[src/rtl/lfbe_pkg.sv]
`timescale 1ns / 1ps
// ----------------------------------------------------------------------------
// lfbe_pkg: shared types and constants of the LED frame brightness encoder
// Word kinds, register indexes and the controller/datapath command and
// status bundles.
// ----------------------------------------------------------------------------
package lfbe_pkg;

    // register indexes on the configuration port
    localparam logic [1:0] CFG_THRESHOLD = 2'd0;
    localparam logic [1:0] CFG_MAX_LEVEL = 2'd1;
    localparam logic [1:0] CFG_LED_COUNT = 2'd2;

    localparam int CFG_INDEX_W = 2;
    localparam int CFG_DATA_W  = 11;

    // reset values of the registers
    localparam logic [7:0]  THRESHOLD_RST = 8'd255;
    localparam logic [4:0]  MAX_LEVEL_RST = 5'd31;
    localparam logic [10:0] LED_COUNT_RST = 11'd1;

    // top three bits of the brightness byte of a pixel word
    localparam logic [2:0] FRAME_MARK = 3'b111;

    // one end word per 32 pixels, plus one
    localparam int END_SHIFT = 5;

    // radix-4 divider: 14-bit dividend, two quotient bits per step
    localparam int DIV_STEPS = 7;
    localparam int STEP_W    = 3;

    typedef enum logic [1:0] {
        KIND_START = 2'd0,
        KIND_PIXEL = 2'd1,
        KIND_END   = 2'd2
    } t_word_kind;

    typedef struct packed {
        logic       capture;
        logic       calc;
        logic       load;
        logic       step;
        logic       push;
        t_word_kind kind;
        logic       last;
    } t_dp_cmd;

    typedef struct packed {
        logic out_free;
        logic pos_zero;
        logic strip_end;
        logic end_last;
    } t_dp_status;

endpackage

[src/rtl/led_frame_brightness_encoder.sv]
`timescale 1ns / 1ps
// ----------------------------------------------------------------------------
// led_frame_brightness_encoder: LED frame word encoder with global brightness
// Turns RGB pixel items into 32-bit LED strip frame words.
// ----------------------------------------------------------------------------
// Usage:
//   Input channel (i_in_valid / o_in_ready) takes one pixel item: red, green,
//   blue. Output channel (o_out_valid / i_out_ready) gives frame words with
//   their kind (start, pixel, end) and a flag on the last word of the item.
//   Configuration channel (i_cfg_valid / o_cfg_ready, always ready) writes
//   threshold (0), max_level (1) and led_count (2); write only while idle.
//   After an item is accepted, the datapath calculates the level, loads the
//   divider and runs 7 steps of the radix-4 divider that rescales the three
//   channels in parallel. Then one word per cycle while the receiver is ready:
//   start word when the strip begins, the pixel word, and led_count/32+1 end
//   words when the strip ends (led_count capped at MAX_LEDS). The next item
//   is taken the cycle after the last word enters the output register.
//   A stalled receiver holds the output register and pauses word issue.
//   Reset restores threshold 255, max_level 31, led_count 1 and moves to the
//   start of a strip.
// ----------------------------------------------------------------------------
module led_frame_brightness_encoder #(
    parameter int MAX_LEDS = 1024
) (
    input  logic                             i_clk,
    input  logic                             i_rst_n,
    input  logic                             i_in_valid,
    output logic                             o_in_ready,
    input  logic [7:0]                       i_red,
    input  logic [7:0]                       i_green,
    input  logic [7:0]                       i_blue,
    output logic                             o_out_valid,
    input  logic                             i_out_ready,
    output logic [31:0]                      o_out_word,
    output logic [1:0]                       o_word_kind,
    output logic                             o_run_last,
    input  logic                             i_cfg_valid,
    output logic                             o_cfg_ready,
    input  logic [lfbe_pkg::CFG_INDEX_W-1:0] i_cfg_index,
    input  logic [lfbe_pkg::CFG_DATA_W-1:0]  i_cfg_data
);

    lfbe_pkg::t_dp_cmd    s_cmd;
    lfbe_pkg::t_dp_status s_st;

    assign o_cfg_ready = 1'b1;

    lfbe_ctrl u_ctrl (
        .i_clk      (i_clk),
        .i_rst_n    (i_rst_n),
        .i_in_valid (i_in_valid),
        .o_in_ready (o_in_ready),
        .i_st       (s_st),
        .o_cmd      (s_cmd)
    );

    lfbe_datapath #(
        .MAX_LEDS (MAX_LEDS)
    ) u_datapath (
        .i_clk       (i_clk),
        .i_rst_n     (i_rst_n),
        .i_cmd       (s_cmd),
        .o_st        (s_st),
        .i_red       (i_red),
        .i_green     (i_green),
        .i_blue      (i_blue),
        .i_cfg_valid (i_cfg_valid),
        .i_cfg_index (i_cfg_index),
        .i_cfg_data  (i_cfg_data),
        .i_out_ready (i_out_ready),
        .o_out_valid (o_out_valid),
        .o_out_word  (o_out_word),
        .o_word_kind (o_word_kind),
        .o_run_last  (o_run_last)
    );

    // one item at a time: no second accept right after the first
    a_one_item: assert property (@(posedge i_clk) disable iff (!i_rst_n)
        (i_in_valid && o_in_ready) |=> !o_in_ready)
        else $error("item accepted while another is in work");

    // never overwrite a word the receiver has not taken
    a_push_free: assert property (@(posedge i_clk) disable iff (!i_rst_n)
        s_cmd.push |-> s_st.out_free)
        else $error("word pushed into a full output register");

    // no word is issued while waiting for an item
    a_idle_quiet: assert property (@(posedge i_clk) disable iff (!i_rst_n)
        o_in_ready |-> !s_cmd.push)
        else $error("word pushed while idle");

endmodule

[src/rtl/lfbe_ctrl.sv]
`timescale 1ns / 1ps
// ----------------------------------------------------------------------------
// lfbe_ctrl: sequencer of the LED frame brightness encoder
// Takes one pixel item, runs the datapath through level calculation and
// division, then pushes any start word, the pixel word and any end words one at a time.
// ----------------------------------------------------------------------------
module lfbe_ctrl (
    input  logic                i_clk,
    input  logic                i_rst_n,
    input  logic                i_in_valid,
    output logic                o_in_ready,
    input  lfbe_pkg::t_dp_status i_st,
    output lfbe_pkg::t_dp_cmd    o_cmd
);

    typedef enum logic [6:0] {
        S_IDLE  = 7'b0000001,
        S_CALC  = 7'b0000010,
        S_LOAD  = 7'b0000100,
        S_DIV   = 7'b0001000,
        S_START = 7'b0010000,
        S_PIXEL = 7'b0100000,
        S_END   = 7'b1000000
    } t_state;

    t_state                      r_state;
    t_state                      n_state;
    logic [lfbe_pkg::STEP_W-1:0] r_step;
    logic [lfbe_pkg::STEP_W-1:0] n_step;

    always_comb begin
        n_state    = r_state;
        n_step     = r_step;
        o_cmd      = '0;
        o_in_ready = 1'b0;
        unique case (r_state)
            S_IDLE: begin
                o_in_ready = 1'b1;
                if (i_in_valid) begin
                    o_cmd.capture = 1'b1;
                    n_state       = S_CALC;
                end
            end
            S_CALC: begin
                o_cmd.calc = 1'b1;
                n_state    = S_LOAD;
            end
            S_LOAD: begin
                o_cmd.load = 1'b1;
                n_step     = '0;
                n_state    = S_DIV;
            end
            S_DIV: begin
                o_cmd.step = 1'b1;
                n_step     = r_step + lfbe_pkg::STEP_W'(1);
                if (r_step == lfbe_pkg::STEP_W'(lfbe_pkg::DIV_STEPS - 1)) begin
                    n_state = i_st.pos_zero ? S_START : S_PIXEL;
                end
            end
            S_START: begin
                if (i_st.out_free) begin
                    o_cmd.push = 1'b1;
                    o_cmd.kind = lfbe_pkg::KIND_START;
                    n_state    = S_PIXEL;
                end
            end
            S_PIXEL: begin
                if (i_st.out_free) begin
                    o_cmd.push = 1'b1;
                    o_cmd.kind = lfbe_pkg::KIND_PIXEL;
                    o_cmd.last = !i_st.strip_end;
                    n_state    = i_st.strip_end ? S_END : S_IDLE;
                end
            end
            S_END: begin
                if (i_st.out_free) begin
                    o_cmd.push = 1'b1;
                    o_cmd.kind = lfbe_pkg::KIND_END;
                    o_cmd.last = i_st.end_last;
                    if (i_st.end_last) begin
                        n_state = S_IDLE;
                    end
                end
            end
            default: begin
                n_state = S_IDLE;
            end
        endcase
    end

    always_ff @(posedge i_clk) begin
        if (!i_rst_n) begin
            r_state <= S_IDLE;
            r_step  <= '0;
        end else begin
            r_state <= n_state;
            r_step  <= n_step;
        end
    end

endmodule

[src/rtl/lfbe_datapath.sv]
`timescale 1ns / 1ps
// ----------------------------------------------------------------------------
// lfbe_datapath: arithmetic and storage of the LED frame brightness encoder
// Holds the registers, strip position, end word count, level calculation,
// three radix-4 rounded dividers and the output register.
// ----------------------------------------------------------------------------
module lfbe_datapath #(
    parameter int MAX_LEDS = 1024
) (
    input  logic                                i_clk,
    input  logic                                i_rst_n,
    input  lfbe_pkg::t_dp_cmd                   i_cmd,
    output lfbe_pkg::t_dp_status                o_st,
    input  logic [7:0]                          i_red,
    input  logic [7:0]                          i_green,
    input  logic [7:0]                          i_blue,
    input  logic                                i_cfg_valid,
    input  logic [lfbe_pkg::CFG_INDEX_W-1:0]    i_cfg_index,
    input  logic [lfbe_pkg::CFG_DATA_W-1:0]     i_cfg_data,
    input  logic                                i_out_ready,
    output logic                                o_out_valid,
    output logic [31:0]                         o_out_word,
    output logic [1:0]                          o_word_kind,
    output logic                                o_run_last
);

    localparam int CW = $clog2(MAX_LEDS + 1);
    localparam int EW = $clog2(MAX_LEDS / 32 + 2);

    // one restoring division step: shift in one dividend bit
    function automatic logic [5:0] div_bit(input logic [4:0] rem, input logic nb,
                                           input logic [4:0] d);
        logic [5:0] t;
        t = {rem, nb};
        if (t >= {1'b0, d}) begin
            div_bit = {1'b1, 5'(t - {1'b0, d})};
        end else begin
            div_bit = {1'b0, t[4:0]};
        end
    endfunction

    // configuration and control state
    logic [7:0]    r_threshold;
    logic [4:0]    r_max_level;
    logic [10:0]   r_led_count;
    logic [CW-1:0] r_pos;
    logic [EW-1:0] r_end_left;
    logic          r_out_valid;

    // payload
    logic [7:0]  r_rgb [3];
    logic [12:0] r_prod [3];
    logic [13:0] r_num [3];
    logic [4:0]  r_rem [3];
    logic [4:0]  r_level;
    logic [4:0]  r_bright;
    logic        r_use_div;
    logic [31:0] r_out_word;
    lfbe_pkg::t_word_kind r_out_kind;
    logic        r_out_last;

    logic [7:0]    w_max;
    logic [4:0]    w_lvl;
    logic [13:0]   w_bprod;
    logic [4:0]    w_bright;
    logic          w_thr0;
    logic          w_black;
    logic          w_full;
    logic [4:0]    w_level;
    logic [10:0]   w_cnt_raw;
    logic [CW-1:0] w_cnt;
    logic [EW-1:0] w_ends;
    logic          w_strip_end;
    logic [5:0]    w_s1 [3];
    logic [5:0]    w_s2 [3];
    logic [23:0]   w_color;
    logic [31:0]   w_word;
    logic          w_out_free;

    // effective level and count
    assign w_lvl     = (r_max_level == 5'd0) ? 5'd1 : r_max_level;
    assign w_cnt_raw = (r_led_count == 11'd0) ? 11'd1 : r_led_count;
    assign w_cnt     = (w_cnt_raw > 11'(MAX_LEDS)) ? CW'(MAX_LEDS) : CW'(w_cnt_raw);
    assign w_ends    = EW'(w_cnt >> lfbe_pkg::END_SHIFT) + EW'(1);
    assign w_strip_end = (({1'b0, r_pos} + (CW + 1)'(1)) >= {1'b0, w_cnt});

    // level of the pixel
    always_comb begin
        w_max = r_rgb[0];
        if (r_rgb[1] > w_max) w_max = r_rgb[1];
        if (r_rgb[2] > w_max) w_max = r_rgb[2];
    end

    assign w_bprod  = 14'({1'b0, w_max} + 9'd1) * 14'(w_lvl);
    assign w_bright = 5'((w_bprod - 14'd1) >> 8) + 5'd1;
    assign w_thr0   = (r_threshold == 8'd0);
    assign w_black  = (w_max == 8'd0);
    assign w_full   = (w_max >= r_threshold);

    always_comb begin
        priority if (w_thr0) begin
            w_level = w_black ? 5'd0 : w_lvl;
        end else if (w_black) begin
            w_level = 5'd0;
        end else if (w_full) begin
            w_level = w_lvl;
        end else begin
            w_level = w_bright;
        end
    end

    // two quotient bits per channel per step
    always_comb begin
        for (int c = 0; c < 3; c++) begin
            w_s1[c] = div_bit(r_rem[c], r_num[c][13], r_bright);
            w_s2[c] = div_bit(w_s1[c][4:0], r_num[c][12], r_bright);
        end
    end

    assign w_color = r_use_div ? {r_num[0][7:0], r_num[1][7:0], r_num[2][7:0]}
                               : {r_rgb[0], r_rgb[1], r_rgb[2]};

    always_comb begin
        unique case (i_cmd.kind)
            lfbe_pkg::KIND_PIXEL: w_word = {lfbe_pkg::FRAME_MARK, r_level, w_color};
            lfbe_pkg::KIND_START: w_word = '0;
            lfbe_pkg::KIND_END:   w_word = '0;
            default:              w_word = '0;
        endcase
    end

    assign w_out_free = !r_out_valid || i_out_ready;

    always_ff @(posedge i_clk) begin
        if (!i_rst_n) begin
            r_threshold <= lfbe_pkg::THRESHOLD_RST;
            r_max_level <= lfbe_pkg::MAX_LEVEL_RST;
            r_led_count <= lfbe_pkg::LED_COUNT_RST;
            r_pos       <= '0;
            r_end_left  <= '0;
            r_out_valid <= 1'b0;
        end else begin
            if (i_cfg_valid) begin
                unique case (i_cfg_index)
                    lfbe_pkg::CFG_THRESHOLD: r_threshold <= i_cfg_data[7:0];
                    lfbe_pkg::CFG_MAX_LEVEL: r_max_level <= i_cfg_data[4:0];
                    lfbe_pkg::CFG_LED_COUNT: r_led_count <= i_cfg_data;
                    default: ;
                endcase
            end
            if (i_cmd.push) begin
                r_out_valid <= 1'b1;
                if (i_cmd.kind == lfbe_pkg::KIND_PIXEL) begin
                    // wrap to strip start after the last pixel
                    r_pos <= w_strip_end ? '0 : r_pos + CW'(1);
                    if (w_strip_end) begin
                        r_end_left <= w_ends;
                    end
                end else if (i_cmd.kind == lfbe_pkg::KIND_END) begin
                    r_end_left <= r_end_left - EW'(1);
                end
            end else if (i_out_ready) begin
                r_out_valid <= 1'b0;
            end
        end
    end

    always_ff @(posedge i_clk) begin
        if (i_cmd.capture) begin
            r_rgb[0] <= i_red;
            r_rgb[1] <= i_green;
            r_rgb[2] <= i_blue;
        end
        if (i_cmd.calc) begin
            r_level   <= w_level;
            r_bright  <= w_bright;
            r_use_div <= !w_thr0 && !w_black && !w_full;
            for (int c = 0; c < 3; c++) begin
                r_prod[c] <= 13'(r_rgb[c]) * 13'(w_lvl);
            end
        end
        if (i_cmd.load) begin
            // add half the divisor for rounding
            for (int c = 0; c < 3; c++) begin
                r_num[c] <= {1'b0, r_prod[c] + 13'(r_bright >> 1)};
                r_rem[c] <= '0;
            end
        end
        if (i_cmd.step) begin
            // dividend shifts out at the top, quotient shifts in at the bottom
            for (int c = 0; c < 3; c++) begin
                r_num[c] <= {r_num[c][11:0], w_s1[c][5], w_s2[c][5]};
                r_rem[c] <= w_s2[c][4:0];
            end
        end
        if (i_cmd.push) begin
            r_out_word <= w_word;
            r_out_kind <= i_cmd.kind;
            r_out_last <= i_cmd.last;
        end
    end

    assign o_st.out_free  = w_out_free;
    assign o_st.pos_zero  = (r_pos == '0);
    assign o_st.strip_end = w_strip_end;
    assign o_st.end_last  = (r_end_left == EW'(1));

    assign o_out_valid = r_out_valid;
    assign o_out_word  = r_out_word;
    assign o_word_kind = r_out_kind;
    assign o_run_last  = r_out_last;

endmodule

[config.mk]
export PLATFORM = sky130hd
export DESIGN_NAME = led_frame_brightness_encoder
export DESIGN_NICKNAME = d
export VERILOG_FILES = /design/src/rtl/lfbe_pkg.sv /design/src/rtl/led_frame_brightness_encoder.sv /design/src/rtl/lfbe_ctrl.sv /design/src/rtl/lfbe_datapath.sv
export SDC_FILE = /design/constraint.sdc
export NUM_CORES = 1
export LEC_CHECK = 0
export BUFFER_PORTS_ARGS = -buffer_cell sky130_fd_sc_hd__buf_2
export CAP_MARGIN = 20
export CELL_PAD_IN_SITES_DETAIL_PLACEMENT = 1
export CELL_PAD_IN_SITES_GLOBAL_PLACEMENT = 1
export CORE_AREA = 4 4 190 192
export DETAILED_ROUTE_END_ITERATION = 8
export DIE_AREA = 0 0 194 196
export GPL_TIMING_DRIVEN = 1
export PLACE_DENSITY_LB_ADDON = 0.1
export SYNTH_ARGS = -nofsm -noshare
export SYNTH_HDL_FRONTEND = slang
export SYNTH_SLANG_ARGS = --single-unit
[constraint.sdc]
create_clock -name i_clk -period 10.2 [get_ports i_clk]
set_input_delay 2.55 -clock i_clk [delete_from_list [all_inputs] [get_ports i_clk]]
set_output_delay 2.55 -clock i_clk [all_outputs]
set_load 0.02 [all_outputs]
**After elaboration in Yosys (flattened, before gate mapping)**

Memory sizes are Yosys's and may differ from the RTL's.
Cells that the tools add are included.

- Memories kept: 4
- Output and inout bits: 38
- Register bits: 98
- Input bits: 42
- RAM bits: 120

Memory list:

| memory | depth | width | rd ports | clocked after memory_dff | write ports | RTL line | RTL |
|---|---|---|---|---|---|---|---|
| u_datapath.r_num | 3 | 14 | 3 | 0 | 3 | lfbe_datapath.sv:53 | `logic [13:0] r_num [3];` |
| u_datapath.r_prod | 3 | 13 | 3 | 0 | 3 | lfbe_datapath.sv:52 | `logic [12:0] r_prod [3];` |
| u_datapath.r_rgb | 3 | 8 | 3 | 0 | 3 | lfbe_datapath.sv:51 | `logic [7:0] r_rgb [3];` |
| u_datapath.r_rem | 3 | 5 | 3 | 0 | 3 | lfbe_datapath.sv:54 | `logic [4:0] r_rem [3];` |

- Add/subtract/negate cells: 17
- Muxes and demuxes: 58
- Reduce and logical (&&, ||, !) cells: 23
- Multiply operators: 4
- $lt $le $gt $ge: 11
- Bitwise operators: 6
- Equality and inequality tests: 20

Operators with widths:

| operator | number |
|---|---|
| $mux W6 | 10 |
| $mux W7 | 7 |
| $pmux W7 S7 | 1 |
| $mux W14 | 3 |
| $mux W5 | 8 |
| $add A13 B4 Y13 | 3 |
| $mul A8 B5 Y13 | 3 |
| $ge A6 B5 Y1 | 6 |
| $mux W11 | 3 |
| $mux W32 | 1 |
| $sub A5 B5 Y5 | 6 |
| $mux W24 | 1 |
| $logic_not A11 Y1 | 2 |
| $gt A8 B8 Y1 | 2 |
| $logic_not A8 Y1 | 2 |
| $mux W1 | 16 |
| $mux W8 | 2 |
| $mul A14 B5 Y13 | 1 |
| $sub A13 B1 Y13 const B | 1 |
| $add A11 B1 Y12 const B | 1 |
| $ge A12 B11 Y1 | 1 |
| $ne A2 B1 Y1 const B | 6 |
| $add A11 B1 Y11 const B | 1 |
| $gt A11 B11 Y1 const B | 1 |
| other kinds (33) | 51 |

**Depth between registers and ports, before layout**

An unclocked memory read counts as a cell.

- Depth in word-level cells: 12
- Gate-level depth with buffers: 42
- Gate-level depth less buffers: 39

**Cells and area by module**

A second synthesis with hierarchy kept.

- Cells, all modules: 1839
- Area, all modules: 17581.9 µm²

Modules (own cells, without submodules):

| module | cells each | area an instance (µm²) | instances |
|---|---|---|---|
| lfbe_datapath | 1745 | 16822.4 | 1 |
| lfbe_ctrl | 92 | 748.2 | 1 |
| led_frame_brightness_encoder | 2 | 11.3 | 1 |

**Worst setup path before layout**

Ideal clock, no wire load.

- Kind: register to register
- From: memory u_datapath.r_rgb[0][5]
- To: register u_datapath.r_level[4], data pin
- Arrival time: 8.525 ns
- Slack: 1.392 ns
- Clock period less this slack: 8.808 ns
- Stages on the path, launching flop included: 40
- Library setup time: 0.283 ns
- Cell sequence: edfxtp_1 clkbuf_1 inv_1 ha_1 and3_4 a221o_1 nand2_1 o21a_1 buf_4 mux2i_1 ha_1 and3_1 a221o_1 a22oi_4 buf_2 nor2_1 a21oi_1 ha_1 [4 not listed] inv_1 fa_1 inv_1 fa_1 ha_1 nor2b_1 o21ai_0 nor3_1 or3_1 xnor2_1 ha_1 nand3_1 nor2_1 mux2_1 a211o_1 xnor2_2 mux2i_1 nor2_1

RTL lines:

| what | RTL line | RTL |
|---|---|---|
| from (decl) | lfbe_datapath.sv:51 |  |
| to (signal assigned) | lfbe_datapath.sv:175 | `r_level <= w_level;` |
| to (decl) | lfbe_datapath.sv:55 | `logic [4:0] r_level;` |

==> flow_metrics.env <==
export IMPL_path_clk_slew_ns=0.06
export IMPL_drive_gt1_share_pct=9.795
export IMPL_io_pins=80
export IMPL_viasPerCell=5.546
export IMPL_place_gp_congestion=0.8050
export IMPL_synth_area_mux_share_pct=3.735
export IMPL_regToRegStartpoint="u_datapath.r_rgb[0][13]"
export IMPL_holdPathStages=2
export IMPL_fp_row_count=68
export IMPL_antenna_found_initial=0
export IMPL_synth_fa_ha_area_share_pct=22.72
export IMPL_synth_simple_area_share_pct=16.30
export IMPL_finalHoldViolCount=0
export IMPL_relSlewSlack_pct=27.87
export IMPL_num_fill_cells=3885
export IMPL_synth_edf_count=164
export IMPL_async_flop_share_pct=0
export IMPL_drc=0
export IMPL_synth_seq_area_share_pct=34.98
export IMPL_cts_buffers=27
export IMPL_min_delay_path_class="flip-flop to flip-flop"
export IMPL_coreArea_um2=34370
export IMPL_max_freq_ghz=0.1040
export IMPL_ctsHoldBuffers=0
export IMPL_rr_worst_depth=36
export IMPL_min_period_ns=9.614
export IMPL_cp_endpoint="u_datapath.r_level[4]"
export IMPL_synthXorXnorAreaFrac_pct=5.283
export IMPL_critPathKind="flip-flop to flip-flop"
export IMPL_cap_viol_max_count=0
export IMPL_crit_path_start_kind="flip-flop"
export IMPL_htreeDepth=1
export IMPL_syn2layout_area_growth_pct=10.87
export IMPL_timing_rr_end="u_datapath.r_level[4]"
export IMPL_period_share_pct=94.25
export IMPL_start_util_pct=49.61
export IMPL_clock_sinks=216
export IMPL_drtPass1Iterations=5
export IMPL_ctsRootBufferMaster="clkbuf_16"
export IMPL_grt_util_all_layers_pct=23.27
export IMPL_ys_seq_elements=216
export IMPL_synth_ff_type="edfxtp_1"
export IMPL_cp_arrival_ns=9.90
export IMPL_numPortBuffers=78
export IMPL_drtAntennaViolNets=0
export IMPL_routed_wirelength_um=44650
export IMPL_syn_nets=2065
export IMPL_worstSkewPairLatency_ns=0.55
export IMPL_die_x_um=194
export IMPL_num_antenna_cells=0
export IMPL_r2r_slack_ns=0.59
export IMPL_utilization_pct=55.01
export IMPL_crit_required_ns=10.48
export IMPL_dieArea_um2=38020
export IMPL_status="completed"
export IMPL_grt_pass1_wl_um=72790
export IMPL_cp_startpoint="u_datapath.r_rgb[0][13]"
export IMPL_cts_tree="yes"
export IMPL_slowest_delay_ns=0.58
export IMPL_drtIter0Drc=620
export IMPL_synth_top_family_by_area="adder cells"
export IMPL_grt_max_degree=58
export IMPL_setup_viol=0
export IMPL_cts_max_path_buffers=3
export IMPL_post_drt_wl_per_cell_um=19.30
export IMPL_slowest_stage="edfxtp_1"
export IMPL_mappedNetlistArea_um2=17050
export IMPL_grt_pass1_vias=14010
export IMPL_finalMaxSlewViolations=0
export IMPL_vias=12830
export IMPL_finClkSkew_ns=0.02574
export IMPL_hpwlAfterDp_um=33190
export IMPL_synth_compound_area_share_pct=10.84
export IMPL_postSynthAreaPerCell_um2=9.662
export IMPL_nets=2137
export IMPL_worstMarginPinSlew_ns=1.077
export IMPL_gr_total_overflow=0
export IMPL_yosys_warnings=0
export IMPL_cp_max_fo=10
export IMPL_synthCells=1765
export IMPL_cp_common_cell="ha_1"
export IMPL_fp_dieH_um=196
export IMPL_crit_path_end_kind="flip-flop"
export IMPL_yosys_cell_types_count=69
==> flip-flops by register name, indices dropped and copies added (netlist names), 2 cells and up <==
signal and cells:
u_datapath.r_num 42, u_datapath.r_prod 39, u_datapath.o_out_word 30, u_datapath.r_rgb 24, u_datapath.r_rem 15, u_datapath.r_led_count 11, u_datapath.r_pos 11, u_datapath.r_threshold 8
u_ctrl.r_state 7, u_datapath.r_end_left 6, u_datapath.r_bright 5, u_datapath.r_level 5, u_datapath.r_max_level 5, u_ctrl.r_step 3, u_datapath.o_word_kind 2
==> logic make-up (layout without fill, tap and decap cells) <==
kind of cell,after synthesis,in the layout
and+or+nand+nor,580,580
AOI/OAI and AO/OA,276,276
buffers and inverters,269,362
adders and majority gates,258,258
DFF,216,216
xor gates and xnor gates,102,102
muxes,63,63
other,1,1
==> cells in the final DEF (no fill, tap or decap), drive strengths merged, types with 53 or more instances in the layout <==
cell type and count:
o21ai 62, edfxtp 164, and2 74, nor2 134, nand2 197, inv 196
mux2i 58, buf 116, a21oi 82, fa 86, xnor2 53, ha 172
==> worst min-delay path by stage <==
stage / endpoint / startpoint
floorplan: u_datapath.r_max_level[0] / u_datapath.r_max_level[0]
global placement: u_datapath.r_max_level[0] / u_datapath.r_max_level[0]
detailed placement: u_datapath.r_max_level[0] / u_datapath.r_max_level[0]
CTS: u_datapath.r_pos[1] / u_datapath.r_pos[1]
global route: u_datapath.o_out_word[25] / u_datapath.r_level[1]
finish: u_datapath.r_pos[1] / u_datapath.r_pos[1]
==> repair_timing <==
item	CTS	global route
setup buffers	0	8
gates resized for setup	0	4
setup endpoints to repair	0	3
endpoints found under the hold margin	0	0
==> routing by layer <==
metal	share of wire, %	up-vias	track usage, %
met3	3.3	65	2.370
met2	49	193	41.21
met5	0	-	0
li1	-	6129	-
met4	2.0	0	5.052
met1	45	6440	31.16
==> critical path: cells and delay by family, from the launching register on <==
| family | cells | cell delay [ns] |
|---|---|---|
| buffers and inverters | 4 | 0.40 |
| multiplexers | 3 | 0.77 |
| flip-flops | 1 | 0.58 |
| XOR/XNOR | 3 | 0.67 |
| adder cells (fa/ha/maj) | 8 | 2.85 |
| AO/OA/AOI/OAI | 7 | 2.40 |
| AND/OR/NAND/NOR | 11 | 1.70 |
==> cell usage after synthesis, types with 6 or more instances <==
master    count  area, µm²
a21oi_1      82      410.4
dfxtp_1      52       1041
mux2i_1      58      580.6
nor2b_1      47      294.0
a211oi_1      9      67.56
fa_1         86       1722
o21bai_1     12      90.09
o211ai_1     15      112.6
nand2b_1     15      93.84
xor2_1       49      429.2
inv_1       194      728.2
ha_1        172       2152
and3_1       16      100.1
nand3_1      40      200.2
a21o_1       30      225.2
nor4_1       10      62.56
a21boi_0     16      120.1
o21ai_0      62      310.3
edfxtp_1    164       4925
nand2_1     197      739.5
buf_1         6      22.52
nand4b_1      6      52.55
clkbuf_1     59      221.5
a31oi_1       7      43.79
xnor2_1      52      455.4
nor2_1      134      503.0
o21a_1       10      75.07
nor3_1       16      80.08
and2_1       74      462.9
==> through the flow <==
step           hold slack, ns  area, µm²  setup WS (ns)  setup TNS [ns]  cells
2_1_floorplan          0.4601      17050          1.392               0   1765
5_1_grt                0.5433      18910       -0.02875        -0.02875   2313
3_3_place_gp           0.4869      17930         0.5641               0   2252
4_1_cts                0.5148      18780         0.1219               0   2302
6_report               0.5071      18910         0.5864               0   2313
3_5_place_dp           0.5023      17930         0.1601               0   2252
==> final cells by class <==
| class | instances | area, µm² | area share [%] |
|---|---|---|---|
| clock inverters | 13 | 130.1 | 0.6882 |
| flip-flops and latches | 216 | 5966 | 31.55 |
| inverters | 195 | 732.0 | 3.871 |
| repair buffers | 117 | 705.7 | 3.732 |
| clock buffers | 37 | 723.2 | 3.825 |
| multi-input cells | 1280 | 10080 | 53.32 |
| well taps | 455 | 569.3 | 3.011 |
Power is not shown: default switching activity piles up to over one toggle a cycle in this logic, so the estimate is an artifact.
